`config.mk`:
```
export PLATFORM = sky130hd
export DESIGN_NAME = heading_rate_controller
export DESIGN_NICKNAME = d
export VERILOG_FILES = /design/src/design/hrc_pkg.sv /design/src/design/heading_rate_controller.sv /design/src/design/hrc_err.sv /design/src/design/hrc_sqrt.sv /design/src/design/hrc_slew.sv
export SDC_FILE = /design/constraint.sdc
export NUM_CORES = 2
export LEC_CHECK = 0
export ABC_AREA = 0
export BUFFER_PORTS_ARGS = -buffer_cell sky130_fd_sc_hd__buf_2
export CAP_MARGIN = 15
export CELL_PAD_IN_SITES_DETAIL_PLACEMENT = 1
export CELL_PAD_IN_SITES_GLOBAL_PLACEMENT = 1
export CORE_AREA = 2 2 410 412
export CTS_BUF_LIST = sky130_fd_sc_hd__clkbuf_16
export DETAILED_ROUTE_END_ITERATION = 7
export DIE_AREA = 0 0 412 414
export PLACE_DENSITY_LB_ADDON = 0.1
export SYNTH_ARGS = -nofsm -noshare
export SYNTH_HDL_FRONTEND = slang
export SYNTH_SLANG_ARGS = --single-unit
export TNS_END_PERCENT = 50
```
`constraint.sdc`:
```
create_clock -name i_clk -period 30.9 [get_ports i_clk]
set_input_delay 3.09 -clock i_clk [delete_from_list [all_inputs] [get_ports i_clk]]
set_output_delay 3.09 -clock i_clk [all_outputs]
set_load 0.01 [all_outputs]
```
`src/design/hrc_pkg.sv`:
```
// hrc_pkg: shared types and constants for the heading rate controller.
// No dependencies; used by heading_rate_controller, hrc_err and hrc_slew.

package hrc_pkg;

    localparam int ANGLE_BITS_DEF = 16;
    localparam int RATE_BITS_DEF  = 24;

    localparam int MAX_RATE_W  = 23;
    localparam int MAX_ACCEL_W = 24;
    localparam int RATE_STEP_W = 23;
    localparam int CFG_DATA_W  = 24;
    localparam int CFG_IDX_W   = 2;

    typedef enum logic [CFG_IDX_W-1:0] {
        REG_MAX_RATE      = 2'd0,
        REG_MAX_ACCEL     = 2'd1,
        REG_MAX_RATE_STEP = 2'd2
    } t_reg_idx;

    typedef struct packed {
        logic [MAX_RATE_W-1:0]  max_rate;
        logic [MAX_ACCEL_W-1:0] max_accel;
        logic [RATE_STEP_W-1:0] max_rate_step;
    } t_cfg;

endpackage

```
`src/design/heading_rate_controller.sv`:
```
// heading_rate_controller: heading error -> square-root braking rate -> slew limit.
// Pipeline: 2 error/multiply stages, one root bit per stage, 3 limit stages.
// Throughput: one request per cycle while the output is not stalled; each stage holds
// its own valid, so bubbles close up.
// Reset (synchronous, active low) empties the pipeline and clears all config registers.
// Depends on hrc_pkg, hrc_err, hrc_sqrt, hrc_slew.

module heading_rate_controller #(
    parameter int ANGLE_BITS = hrc_pkg::ANGLE_BITS_DEF,
    parameter int RATE_BITS  = hrc_pkg::RATE_BITS_DEF
) (
    input  logic                              i_clk,
    input  logic                              i_rst_n,
    // config write port
    input  logic                              i_cfg_we,
    input  logic [hrc_pkg::CFG_IDX_W-1:0]     i_cfg_idx,
    input  logic [hrc_pkg::CFG_DATA_W-1:0]    i_cfg_wdata,
    // input requests
    input  logic                              i_in_valid,
    output logic                              o_in_ready,
    input  logic [ANGLE_BITS-1:0]             i_target_heading,
    input  logic [ANGLE_BITS-1:0]             i_measured_heading,
    input  logic signed [RATE_BITS-1:0]       i_measured_rate,
    // result requests
    output logic                              o_out_valid,
    input  logic                              i_out_ready,
    output logic signed [RATE_BITS-1:0]       o_commanded_rate
);

    // radicand = (max_accel * |error|) >> 1, root has half its bits, rounded up
    localparam int PW     = hrc_pkg::MAX_ACCEL_W + ANGLE_BITS - 1;
    localparam int RB     = (PW + 1) / 2;
    localparam int SIDE_W = RATE_BITS + 1;

    hrc_pkg::t_cfg r_cfg;

    logic                        w_e_valid;
    logic                        w_e_ready;
    logic [PW-1:0]               w_e_rad;
    logic                        w_e_neg;
    logic signed [RATE_BITS-1:0] w_e_rate;
    logic                        w_q_valid;
    logic                        w_q_ready;
    logic [RB-1:0]               w_q_root;
    logic [SIDE_W-1:0]           w_q_side;

    // Config registers: the user must write them only while the pipeline is idle, which the block
    // does not enforce, so every stage may read them directly. Writes to the unused index are dropped.
    always_ff @(posedge i_clk) begin
        if (!i_rst_n) begin
            r_cfg <= '0;
        end else if (i_cfg_we) begin
            case (i_cfg_idx)
                hrc_pkg::REG_MAX_RATE: begin
                    r_cfg.max_rate <= i_cfg_wdata[hrc_pkg::MAX_RATE_W-1:0];
                end
                hrc_pkg::REG_MAX_ACCEL: begin
                    r_cfg.max_accel <= i_cfg_wdata[hrc_pkg::MAX_ACCEL_W-1:0];
                end
                hrc_pkg::REG_MAX_RATE_STEP: begin
                    r_cfg.max_rate_step <= i_cfg_wdata[hrc_pkg::RATE_STEP_W-1:0];
                end
                default: begin
                end
            endcase
        end
    end

    // wrap the error to a half turn, form the radicand (one 24 x ANGLE_BITS multiply)
    hrc_err #(
        .ANGLE_BITS (ANGLE_BITS),
        .RATE_BITS  (RATE_BITS)
    ) u_err (
        .i_clk              (i_clk),
        .i_rst_n            (i_rst_n),
        .i_cfg              (r_cfg),
        .i_valid            (i_in_valid),
        .o_ready            (o_in_ready),
        .i_target_heading   (i_target_heading),
        .i_measured_heading (i_measured_heading),
        .i_measured_rate    (i_measured_rate),
        .o_valid            (w_e_valid),
        .i_ready            (w_e_ready),
        .o_rad              (w_e_rad),
        .o_neg              (w_e_neg),
        .o_rate             (w_e_rate)
    );

    // floored root, error sign and measured rate ride along as sideband
    hrc_sqrt #(
        .IN_W   (PW),
        .SIDE_W (SIDE_W)
    ) u_sqrt (
        .i_clk   (i_clk),
        .i_rst_n (i_rst_n),
        .i_valid (w_e_valid),
        .o_ready (w_e_ready),
        .i_rad   (w_e_rad),
        .i_side  ({w_e_neg, w_e_rate}),
        .o_valid (w_q_valid),
        .i_ready (w_q_ready),
        .o_root  (w_q_root),
        .o_side  (w_q_side)
    );

    // cap, sign, slew limit against the measured rate, saturate
    hrc_slew #(
        .RATE_BITS (RATE_BITS),
        .ROOT_W    (RB)
    ) u_slew (
        .i_clk   (i_clk),
        .i_rst_n (i_rst_n),
        .i_cfg   (r_cfg),
        .i_valid (w_q_valid),
        .o_ready (w_q_ready),
        .i_root  (w_q_root),
        .i_neg   (w_q_side[SIDE_W-1]),
        .i_rate  (w_q_side[RATE_BITS-1:0]),
        .o_valid (o_out_valid),
        .i_ready (i_out_ready),
        .o_rate  (o_commanded_rate)
    );

    // input can only back up when a finished result is waiting at the output
    a_stall_needs_result: assert property (@(posedge i_clk) disable iff (!i_rst_n)
        !o_in_ready |-> o_out_valid)
        else $error("input stalled with no result pending");

    // the first cycle out of reset shows no result
    a_empty_after_reset: assert property (@(posedge i_clk) disable iff (!i_rst_n)
        $past(!i_rst_n) |-> !o_out_valid)
        else $error("result valid right after reset");

    // a write to the unused register index changes nothing
    a_unused_idx_ignored: assert property (@(posedge i_clk) disable iff (!i_rst_n)
        i_cfg_we && i_cfg_idx != hrc_pkg::REG_MAX_RATE
            && i_cfg_idx != hrc_pkg::REG_MAX_ACCEL
            && i_cfg_idx != hrc_pkg::REG_MAX_RATE_STEP |=> $stable(r_cfg))
        else $error("config changed by write to unused index");

endmodule

```
`src/design/hrc_err.sv`:
```
// hrc_err: heading error wrap and braking-profile radicand, two stages.
// Depends on hrc_pkg (t_cfg, MAX_ACCEL_W).

module hrc_err #(
    parameter int ANGLE_BITS = hrc_pkg::ANGLE_BITS_DEF,
    parameter int RATE_BITS  = hrc_pkg::RATE_BITS_DEF,
    localparam int PW = hrc_pkg::MAX_ACCEL_W + ANGLE_BITS - 1
) (
    input  logic                        i_clk,
    input  logic                        i_rst_n,
    input  hrc_pkg::t_cfg               i_cfg,
    input  logic                        i_valid,
    output logic                        o_ready,
    input  logic [ANGLE_BITS-1:0]       i_target_heading,
    input  logic [ANGLE_BITS-1:0]       i_measured_heading,
    input  logic signed [RATE_BITS-1:0] i_measured_rate,
    output logic                        o_valid,
    input  logic                        i_ready,
    output logic [PW-1:0]               o_rad,
    output logic                        o_neg,
    output logic signed [RATE_BITS-1:0] o_rate
);

    logic [ANGLE_BITS-1:0] w_d;
    logic [ANGLE_BITS-1:0] w_mag;
    logic                  w_neg;
    logic [PW:0]           w_prod;
    logic                  w_adv1;
    logic                  w_adv2;

    logic                        r_s1_vld;
    logic [ANGLE_BITS-1:0]       r_s1_mag;
    logic                        r_s1_neg;
    logic signed [RATE_BITS-1:0] r_s1_rate;
    logic                        r_s2_vld;
    logic [PW-1:0]               r_s2_rad;
    logic                        r_s2_neg;
    logic signed [RATE_BITS-1:0] r_s2_rate;

    // exactly half a turn has the sign bit set, so it counts as negative
    assign w_d   = i_target_heading - i_measured_heading;
    assign w_neg = w_d[ANGLE_BITS-1];
    assign w_mag = w_neg ? (~w_d + {{(ANGLE_BITS-1){1'b0}}, 1'b1}) : w_d;

    assign w_prod = {{ANGLE_BITS{1'b0}}, i_cfg.max_accel}
                  * {{hrc_pkg::MAX_ACCEL_W{1'b0}}, r_s1_mag};

    assign w_adv2  = !r_s2_vld || i_ready;
    assign w_adv1  = !r_s1_vld || w_adv2;
    assign o_ready = w_adv1;

    always_ff @(posedge i_clk) begin
        if (!i_rst_n) begin
            r_s1_vld <= 1'b0;
            r_s2_vld <= 1'b0;
        end else begin
            if (w_adv1) r_s1_vld <= i_valid;
            if (w_adv2) r_s2_vld <= r_s1_vld;
        end
    end

    always_ff @(posedge i_clk) begin
        if (w_adv1) begin
            r_s1_mag  <= w_mag;
            r_s1_neg  <= w_neg;
            r_s1_rate <= i_measured_rate;
        end
        if (w_adv2) begin
            r_s2_rad  <= w_prod[PW:1];
            r_s2_neg  <= r_s1_neg;
            r_s2_rate <= r_s1_rate;
        end
    end

    assign o_valid = r_s2_vld;
    assign o_rad   = r_s2_rad;
    assign o_neg   = r_s2_neg;
    assign o_rate  = r_s2_rate;

endmodule

```
`src/design/hrc_sqrt.sv`:
```
// hrc_sqrt: pipelined floored integer square root, one root bit per stage.
// No package dependencies; sideband bits travel with each request.

module hrc_sqrt #(
    parameter int IN_W   = 39,
    parameter int SIDE_W = 25,
    localparam int RB    = (IN_W + 1) / 2
) (
    input  logic              i_clk,
    input  logic              i_rst_n,
    input  logic              i_valid,
    output logic              o_ready,
    input  logic [IN_W-1:0]   i_rad,
    input  logic [SIDE_W-1:0] i_side,
    output logic              o_valid,
    input  logic              i_ready,
    output logic [RB-1:0]     o_root,
    output logic [SIDE_W-1:0] o_side
);

    localparam int RAD_W = 2 * RB;
    localparam int REM_W = RB + 2;
    localparam int TW    = REM_W + 2;

    logic              r_vld  [1:RB];
    logic [RAD_W-1:0]  r_rad  [1:RB];
    logic [REM_W-1:0]  r_rem  [1:RB];
    logic [RB-1:0]     r_root [1:RB];
    logic [SIDE_W-1:0] r_side [1:RB];
    logic [RB+1:1]     w_adv;

    assign w_adv[RB+1] = i_ready;

    genvar k;
    for (k = 1; k <= RB; k++) begin : g_stage
        logic              p_vld;
        logic [RAD_W-1:0]  p_rad;
        logic [REM_W-1:0]  p_rem;
        logic [RB-1:0]     p_root;
        logic [SIDE_W-1:0] p_side;
        logic [TW-1:0]     w_sh;
        logic [TW-1:0]     w_sub;
        logic [TW-1:0]     w_dif;
        logic              w_ge;

        if (k == 1) begin : g_first
            assign p_vld  = i_valid;
            assign p_rad  = RAD_W'(i_rad);
            assign p_rem  = '0;
            assign p_root = '0;
            assign p_side = i_side;
        end else begin : g_next
            assign p_vld  = r_vld[k-1];
            assign p_rad  = r_rad[k-1];
            assign p_rem  = r_rem[k-1];
            assign p_root = r_root[k-1];
            assign p_side = r_side[k-1];
        end

        // trial subtract of (4*root + 1) from the shifted partial remainder
        assign w_sh  = {p_rem, p_rad[RAD_W-1 -: 2]};
        assign w_sub = {2'b00, p_root, 2'b01};
        assign w_dif = w_sh - w_sub;
        assign w_ge  = (w_sh >= w_sub);

        assign w_adv[k] = !r_vld[k] || w_adv[k+1];

        always_ff @(posedge i_clk) begin
            if (!i_rst_n) begin
                r_vld[k] <= 1'b0;
            end else if (w_adv[k]) begin
                r_vld[k] <= p_vld;
            end
        end

        always_ff @(posedge i_clk) begin
            if (w_adv[k]) begin
                r_rad[k]  <= p_rad << 2;
                r_rem[k]  <= w_ge ? w_dif[REM_W-1:0] : w_sh[REM_W-1:0];
                r_root[k] <= {p_root[RB-2:0], w_ge};
                r_side[k] <= p_side;
            end
        end
    end

    assign o_ready = w_adv[1];
    assign o_valid = r_vld[RB];
    assign o_root  = r_root[RB];
    assign o_side  = r_side[RB];

endmodule

```
`src/design/hrc_slew.sv`:
```
// hrc_slew: rate cap, sign, slew limit and output saturation, three stages.
// Depends on hrc_pkg (t_cfg, register widths).

module hrc_slew #(
    parameter int RATE_BITS = hrc_pkg::RATE_BITS_DEF,
    parameter int ROOT_W    = 20
) (
    input  logic                        i_clk,
    input  logic                        i_rst_n,
    input  hrc_pkg::t_cfg               i_cfg,
    input  logic                        i_valid,
    output logic                        o_ready,
    input  logic [ROOT_W-1:0]           i_root,
    input  logic                        i_neg,
    input  logic signed [RATE_BITS-1:0] i_rate,
    output logic                        o_valid,
    input  logic                        i_ready,
    output logic signed [RATE_BITS-1:0] o_rate
);

    localparam int MR_W = hrc_pkg::MAX_RATE_W;
    localparam int CW   = (ROOT_W > MR_W) ? ROOT_W : MR_W;
    localparam int EW   = ((RATE_BITS > MR_W + 1) ? RATE_BITS : MR_W + 1) + 2;
    localparam logic signed [EW-1:0] SAT_HI =
        {{(EW-RATE_BITS+1){1'b0}}, {(RATE_BITS-1){1'b1}}};
    localparam logic signed [EW-1:0] SAT_LO = ~SAT_HI;

    typedef enum logic [1:0] {
        SEL_PROF = 2'd0,
        SEL_HI   = 2'd1,
        SEL_LO   = 2'd2
    } t_sel;

    logic [CW-1:0]          w_root_x;
    logic [CW-1:0]          w_cap_x;
    logic signed [EW-1:0]   w_mag;
    logic signed [EW-1:0]   w_v;
    logic signed [EW-1:0]   w_diff;
    logic signed [EW-1:0]   w_step;
    logic signed [EW-1:0]   w_pick;
    logic [RATE_BITS-1:0]   w_sat;
    logic                   w_adv_a;
    logic                   w_adv_b;
    logic                   w_adv_c;

    logic                   r_a_vld;
    logic signed [EW-1:0]   r_a_v;
    logic signed [EW-1:0]   r_a_rate;
    logic                   r_b_vld;
    t_sel                   r_b_sel;
    logic signed [EW-1:0]   r_b_v;
    logic signed [EW-1:0]   r_b_hi;
    logic signed [EW-1:0]   r_b_lo;
    logic                   r_c_vld;
    logic [RATE_BITS-1:0]   r_c_rate;

    // stage A: cap the profile at max_rate and give it the error's sign
    assign w_root_x = CW'(i_root);
    assign w_cap_x  = (w_root_x > CW'(i_cfg.max_rate)) ? CW'(i_cfg.max_rate) : w_root_x;
    assign w_mag    = EW'(w_cap_x[MR_W-1:0]);
    assign w_v      = i_neg ? -w_mag : w_mag;

    // stage B: compare the change against the step bound
    assign w_step = EW'(i_cfg.max_rate_step);
    assign w_diff = r_a_v - r_a_rate;

    // stage C: pick and saturate
    always_comb begin
        case (r_b_sel)
            SEL_HI:  w_pick = r_b_hi;
            SEL_LO:  w_pick = r_b_lo;
            default: w_pick = r_b_v;
        endcase
        if (w_pick > SAT_HI) begin
            w_sat = SAT_HI[RATE_BITS-1:0];
        end else if (w_pick < SAT_LO) begin
            w_sat = SAT_LO[RATE_BITS-1:0];
        end else begin
            w_sat = w_pick[RATE_BITS-1:0];
        end
    end

    assign w_adv_c = !r_c_vld || i_ready;
    assign w_adv_b = !r_b_vld || w_adv_c;
    assign w_adv_a = !r_a_vld || w_adv_b;
    assign o_ready = w_adv_a;

    always_ff @(posedge i_clk) begin
        if (!i_rst_n) begin
            r_a_vld <= 1'b0;
            r_b_vld <= 1'b0;
            r_c_vld <= 1'b0;
        end else begin
            if (w_adv_a) r_a_vld <= i_valid;
            if (w_adv_b) r_b_vld <= r_a_vld;
            if (w_adv_c) r_c_vld <= r_b_vld;
        end
    end

    always_ff @(posedge i_clk) begin
        if (w_adv_a) begin
            r_a_v    <= w_v;
            r_a_rate <= EW'(i_rate);
        end
        if (w_adv_b) begin
            if (w_diff > w_step) begin
                r_b_sel <= SEL_HI;
            end else if (w_diff < -w_step) begin
                r_b_sel <= SEL_LO;
            end else begin
                r_b_sel <= SEL_PROF;
            end
            r_b_v  <= r_a_v;
            r_b_hi <= r_a_rate + w_step;
            r_b_lo <= r_a_rate - w_step;
        end
        if (w_adv_c) begin
            r_c_rate <= w_sat;
        end
    end

    assign o_valid = r_c_vld;
    assign o_rate  = r_c_rate;

endmodule

```
Word level (Yosys, flattened, before mapping)
Memories as Yosys holds them, arrays and structs flattened.
Cells that the tools add are included.

storage, ports and cells
  memories = 5
  bits in writable memories = 2,120
  input port bits = 87
  logic and storage cells = 287
  output and inout port bits = 26
  register bits = 334

memory list
  memory         depth  bits a word  rd ports  clocked after Yosys merged registers in  write ports  RTL line        RTL
  u_sqrt.r_rad   20     38           19        0                                        20           hrc_sqrt.sv:26  logic [RAD_W-1:0] r_rad [1:RB];
  u_sqrt.r_side  20     25           20        0                                        20           hrc_sqrt.sv:29  logic [SIDE_W-1:0] r_side [1:RB];
  u_sqrt.r_rem   20     22           19        0                                        20           hrc_sqrt.sv:27  logic [REM_W-1:0] r_rem [1:RB];
  u_sqrt.r_root  20     20           20        0                                        20           hrc_sqrt.sv:28  logic [RB-1:0] r_root [1:RB];
  u_sqrt.r_vld   20     1            20        0                                        20           hrc_sqrt.sv:25  logic r_vld [1:RB];

operators by class
  multipliers = 1
  $add $sub $neg = 27
  bitwise operators = 21
  order comparisons = 25
  equal/unequal tests = 4
  reductions and logical operators = 54
  mux-type cells = 127

operators by type and width
  operator                                                         number
  >= comparator 24 x 22 -> 1 bit                                   19
  2-to-1 mux 22 bit                                                20
  subtractor 22 bit                                                19
  2-to-1 mux 1 bit                                                 101
  negation 23 -> 26 bit                                            2
  one-hot mux 26 bit (2 select lines)                              1
  2-to-1 mux 23 bit                                                2
  multiplier 24 x 16 -> 40 bit                                     1
  greater-than comparator 26 x 24 -> 1 bit                         1
  greater-than comparator 26 x 24 -> 1 bit, second input constant  1
  less-than comparator 26 x 24 -> 1 bit, second input constant     1
  less-than comparator 26 bit                                      1
  subtractor 26 x 24 -> 26 bit                                     1
  adder 24 x 24 -> 25 bit                                          1
  zero test 1 bit                                                  25
  logical OR 1 bit                                                 25
  subtractor 24 x 24 -> 25 bit                                     1
  2-to-1 mux 24 bit                                                1
  greater-than comparator 20 x 23 -> 1 bit                         1
  OR 1 bit                                                         20
  adder 16 x 1 -> 16 bit, second input constant                    1
  inverter 16 bit                                                  1
  subtractor 16 bit                                                1
  2-to-1 mux 15 bit                                                1
  7 further kinds                                                  11

Logic depth before layout (Yosys ltp)
  depth in word-level cells = 28
  gate-level depth with buffers = 25

Cells and area by module
A second synthesis with hierarchy kept.

unflattened totals
  cell total of the unflattened synthesis = 7,087
  area total of the unflattened synthesis = 91,544.0 µm²

modules (own cells, without submodules)
  module                   times used  area each (µm²)  cells each
  hrc_sqrt                 1           60,643.2         3,981
  hrc_err                  1           16,903.7         1,731
  hrc_slew                 1           11,375.9         1,121
  heading_rate_controller  1           2,621.3          254

Worst setup path after synthesis
OpenSTA, ideal clock, no wires.

  path kind = input-to-output
  start point = in i_out_ready
  end point = out o_in_ready
  arrival time = 12,091 ps
  stages on the path = 13
  slack = 15,719 ps
  required time = 27,810 ps
  path buffers = 1
  cell sequence = nor2b_1 and2_1 clkbuf_1 inv_1 nor2_1 inv_1 nor2_1 nand2_1 nor2_1 inv_1 nor2_1 and4_1 nand2_1

on the way
  longest elaborated chain between the ends = 25

ends and longest elaborated chain
  what                              RTL line                       RTL
  from (decl)                       heading_rate_controller.sv:26  input logic i_out_ready,
  logical OR 1 bit                  hrc_slew.sv:83                 assign w_adv_c = !r_c_vld || i_ready;
  logical OR 1 bit                  hrc_slew.sv:84                 assign w_adv_b = !r_b_vld || w_adv_c;
  named net u_slew.w_adv_b          hrc_slew.sv:43                 logic w_adv_b;
  logical OR 1 bit                  hrc_slew.sv:85                 assign w_adv_a = !r_a_vld || w_adv_b;
  logical OR 1 bit (2 in a row)     hrc_sqrt.sv:66                 assign w_adv[k] = !r_vld[k] || w_adv[k+1];
  named net u_sqrt.w_adv (one bit)  hrc_sqrt.sv:30                 logic [RB+1:1] w_adv;
  logical OR 1 bit (5 in a row)     hrc_sqrt.sv:66
  named net u_sqrt.w_adv (one bit)  hrc_sqrt.sv:30
  logical OR 1 bit (5 in a row)     hrc_sqrt.sv:66
  named net u_sqrt.w_adv (one bit)  hrc_sqrt.sv:30
  logical OR 1 bit (8 in a row)     hrc_sqrt.sv:66
  logical OR 1 bit                  hrc_err.sv:48                  assign w_adv2 = !r_s2_vld || i_ready;
  logical OR 1 bit                  hrc_err.sv:49                  assign w_adv1 = !r_s1_vld || w_adv2;
  to (decl)                         heading_rate_controller.sv:20  output logic o_in_ready,

The timed path passes the listed nets, and every way through them passes these cells.

Worst setup path after layout
Same ends and word-level chain as after synthesis.

==> flow_metrics.env <==
export IMPL_synthArstFlopShare_pct=0
export IMPL_dr_pass1_iters=5
export IMPL_globalRoute_totalOverflow=0
export IMPL_cts_buffers=180
export IMPL_p_sw_w=0.00235
export IMPL_critical_path_startpoint_type="input port"
export IMPL_worst_clock_skew_ns=0.101
export IMPL_drive_gt1_share_pct=7.12
export IMPL_synth_top_family_by_area="adder cells"
export IMPL_yosys_warnings=0
export IMPL_cts_sinks=1827
export IMPL_status="complete, no violations"
export IMPL_synthXorXnorAreaFrac_pct=4.43
export IMPL_synth_seq_cells=1827
export IMPL_synthFlopType="edfxtp_1"
export IMPL_arrival_ns=8.54
export IMPL_hold_viol_final=0
export IMPL_num_vias=53732
export IMPL_dp_cells=9270
export IMPL_antenna_found_initial=2
export IMPL_end_kind="output port"
export IMPL_final_setup_tns_ns=0
export IMPL_fin_cells=9602
export IMPL_die_h_um=414
export IMPL_syn_mean_instance_area_um2=12.8
export IMPL_drtIter0Drc=2997
export IMPL_cts_buffer_depth=3
export IMPL_seq_area_frac_synth_pct=59.6
export IMPL_fp_dieArea_um2=171000
export IMPL_cap_viol_max_count=0
export IMPL_place_congestion=0.877
export IMPL_max_stage_delay_ns=0.71
export IMPL_final_nets=8150
export IMPL_chipWidth_um=412
export IMPL_coreArea_um2=166000
export IMPL_grtUsageMet3_pct=2.94
export IMPL_max_freq_mhz=86.0
export IMPL_syn_area_um2=90800
export IMPL_fillers=16417
export IMPL_synth_compound_area_share_pct=7.86
export IMPL_grt_max_degree=86
export IMPL_synthesis_nets=7974
export IMPL_syn2layout_area_growth_pct=10.2
export IMPL_rsz0062_at_grt="no"
export IMPL_synth_edf_count=1752
export IMPL_whs_path_depth=0
export IMPL_seq_area_um2=54100
export IMPL_setup_violations=0
export IMPL_muxShareOfSynthArea_pct=0.532
export IMPL_wl_um=207000
export IMPL_drv_slew=0
export IMPL_crit_fanout=81
export IMPL_path_depth=16
export IMPL_hold_path_class="reg2reg"
export IMPL_yosys_area_share_adder_pct=13.7
export IMPL_fin_crit_ns=11.63
export IMPL_cp_common_cell="nor2_1"
export IMPL_avgViaCountPerCell=5.60
export IMPL_tightest_slew_ns=1.19
export IMPL_hpwl_um=154000
export IMPL_ant_nets=0
export IMPL_fin_crit_sh_pct=37.6
export IMPL_internal_power_w=0.00540
export IMPL_clkSlewWorstSetupHoldPaths_ns=0.06
export IMPL_final_core_util_pct=60.2
export IMPL_ctsResizeCount=0
export IMPL_synth_simple_gate_area_share_pct=9.78
export IMPL_dp_slack_ns=19.32
export IMPL_io_pins=113
export IMPL_grt_pass1_wl_um=325000
export IMPL_portBuffers=112
export IMPL_grt_pass1_vias=57979
export IMPL_met2_usage_pct=45.4
export IMPL_relSlewSlack_pct=20.8
export IMPL_crit_family="simple AND/OR/NAND/NOR gates"
export IMPL_final_setup_worst_slack_ns=19.27
export IMPL_switching_share_pct=30.3
export IMPL_clock_root_buffer="clkbuf_16"
export IMPL_remaining_drc_errors=0
export IMPL_cts_hold_buf=0
export IMPL_num_antenna_cells=0
export IMPL_cts_setup_buffers=0
export IMPL_clockPowerShare_pct=28.0
export IMPL_p_leak_nw=41.6
export IMPL_met1_usage_pct=29.3
export IMPL_htreeDepth=4
export IMPL_synthCells=7076
export IMPL_p_per_area_nw_per_um2=77.4
export IMPL_vdd_drop_max_v=0.0000647
export IMPL_share_comb_of_total_power_pct=23.4
export IMPL_initial_core_util_pct=54.6
export IMPL_path_cells="buf_2 -> nor2b_1 -> and2_1 -> inv_2 -> nor2_1 -> inv_2 -> nor2_1 -> nand2_4 -> nor2_1 -> clkinv_2 -> buf_4 -> nor2_1 -> and4_1 -> nand2_2 -> buf_4 -> buf_2"
export IMPL_insertion_delay_ns=0.87
export IMPL_total_power_w=0.00774
export IMPL_busiest_layer="met2"
export IMPL_worstSetupPathType="in2out"
export IMPL_wl_per_cell_um=21.6
export IMPL_cts_tree="done"
export IMPL_critPathSlowestCell="nor2_1"
export IMPL_cp_data_required_time_ns=27.81
export IMPL_multiInputGateArea_um2=33100
export IMPL_synth_distinct_cells=87
export IMPL_reg2reg_depth=23
export IMPL_fp_row_count=150
export IMPL_critical_path_buf_inv_count=7
export IMPL_grt_usage_pct=24.6
export IMPL_seqPwrFrac_pct=48.6
## path summary, 6_finish.rpt
check	startpoint	to	slack (ns)
worst min-delay path	u_sqrt.r_rad[0][165]$_DFFE_PP_	u_sqrt.r_rad[0][205]$_DFFE_PP_	0.35
worst max-delay path	i_out_ready	o_in_ready	19.27
worst min register to register	u_sqrt.r_rad[0][165]$_DFFE_PP_	u_sqrt.r_rad[0][205]$_DFFE_PP_	0.35
worst max register to register	r_cfg[28]$_SDFFE_PN0P_	u_err.o_rad[37]$_DFFE_PP_	23.48
## cell usage in the layout (no fill, tap or decap), types with 85 or more instances in the layout
cell	n
o21ai_0	292
buf_2	112
a21o_1	98
fa_1	310
ha_1	501
inv_1	832
xnor2_1	283
xor2_1	176
nand2_1	654
clkbuf_16	180
and2_1	173
a21boi_0	85
nor3_1	136
a21oi_1	301
edfxtp_1	1752
nor2_1	315
## worst reg2reg max path, delay by kind of cell, from the launching register on
| family | cells | cell delay (ns) |
|---|---|---|
| XOR/XNOR | 1 | 0.14 |
| buffers and inverters | 5 | 0.26 |
| AND/OR/NAND/NOR | 3 | 0.82 |
| AO/OA/AOI/OAI | 7 | 1.49 |
| flip-flops | 1 | 0.90 |
| adder cells (fa/ha/maj) | 7 | 3.59 |
## synth_stat cells (15+ instances only)
library cell / number / area, um2
and2_1: 173 / 1080
xnor2_1: 283 / 2480
mux2_2: 34 / 383
nor2_1: 315 / 1180
ha_1: 501 / 6270
clkbuf_1: 166 / 623
o31ai_1: 36 / 270
nand4_1: 58 / 363
o21bai_1: 28 / 210
or2_2: 22 / 138
edfxtp_1: 1752 / 52600
and3_1: 50 / 313
o41ai_1: 15 / 131
a21o_1: 98 / 736
a211oi_1: 24 / 180
o21ai_0: 293 / 1470
dfxtp_1: 75 / 1500
nor4_1: 63 / 394
o21a_1: 78 / 586
a21boi_0: 85 / 638
nand3_1: 90 / 450
inv_1: 803 / 3010
nor3_1: 136 / 681
a221o_1: 27 / 270
or4_1: 18 / 135
xor2_1: 176 / 1540
or3_1: 62 / 388
o211ai_1: 20 / 150
fa_1: 310 / 6210
nand2_1: 663 / 2490
nor2b_1: 58 / 363
a21oi_1: 303 / 1520
a31oi_1: 26 / 163
nand2b_1: 65 / 407
## power groups by stage
stage	sequential [W]	clock [W]	combinational, W
after floorplan	0.00364	0	0.00132
after global placement	0.00378	0	0.00171
after detailed placement	0.00382	0	0.00180
after CTS	0.00378	0.00221	0.00183
after global routing	0.00382	0.00230	0.00205
final	0.00376	0.00217	0.00181
## routing by layer
metal,wire length [um],up-vias,share of wire [%]
met5,0,-,0
met2,111000,865,54
li1,-,25305,-
met1,81800,27208,39
met3,6310,354,3.0
met4,7750,0,3.7
## stage by stage
step	instance area (um2)	hold WS, ns
2_1_floorplan	90800	0.400
3_3_place_gp	94000	0.400
3_5_place_dp	94000	0.405
4_1_cts	100000	0.364
5_1_grt	100000	0.374
6_report	100000	0.355
## final cells by class
class                           instances  area share (%)
Multi-Input combinational cell       4272            33.1
Sequential cell                      1827            54.1
Tap cell                             2204            2.76
Clock buffer                          180            4.50
Inverter                              805            3.02
Timing Repair Buffer                  166            1.04
Clock inverter                        148            1.50
## state kept, by name, indices dropped and copies added (netlist names), 20 cells and up
register,flops
u_sqrt.r_side,500
u_sqrt.r_rem,386
u_sqrt.r_rad,380
u_sqrt.r_root,210
r_cfg,70
u_err.o_rad,39
u_slew.r_a_v,26
u_slew.r_b_v,26
u_slew.r_b_hi,25
u_err.o_rate,24
u_err.r_s1_rate,24
u_slew.o_rate,24
u_slew.r_a_rate,24
u_slew.r_b_lo,24
u_sqrt.r_vld,20
## cells by family (layout without fill, tap and decap cells)
kind of cell / count (synthesis) / after routing
compound gates: 1125 / 1125
buf+inv: 977 / 1299
fa+ha+maj: 811 / 811
xor+xnor: 459 / 459
flops: 1827 / 1827
mux: 44 / 44
simple gates: 1832 / 1832
other cells: 1 / 1
Note: power is estimated with default switching activity, not from simulation.
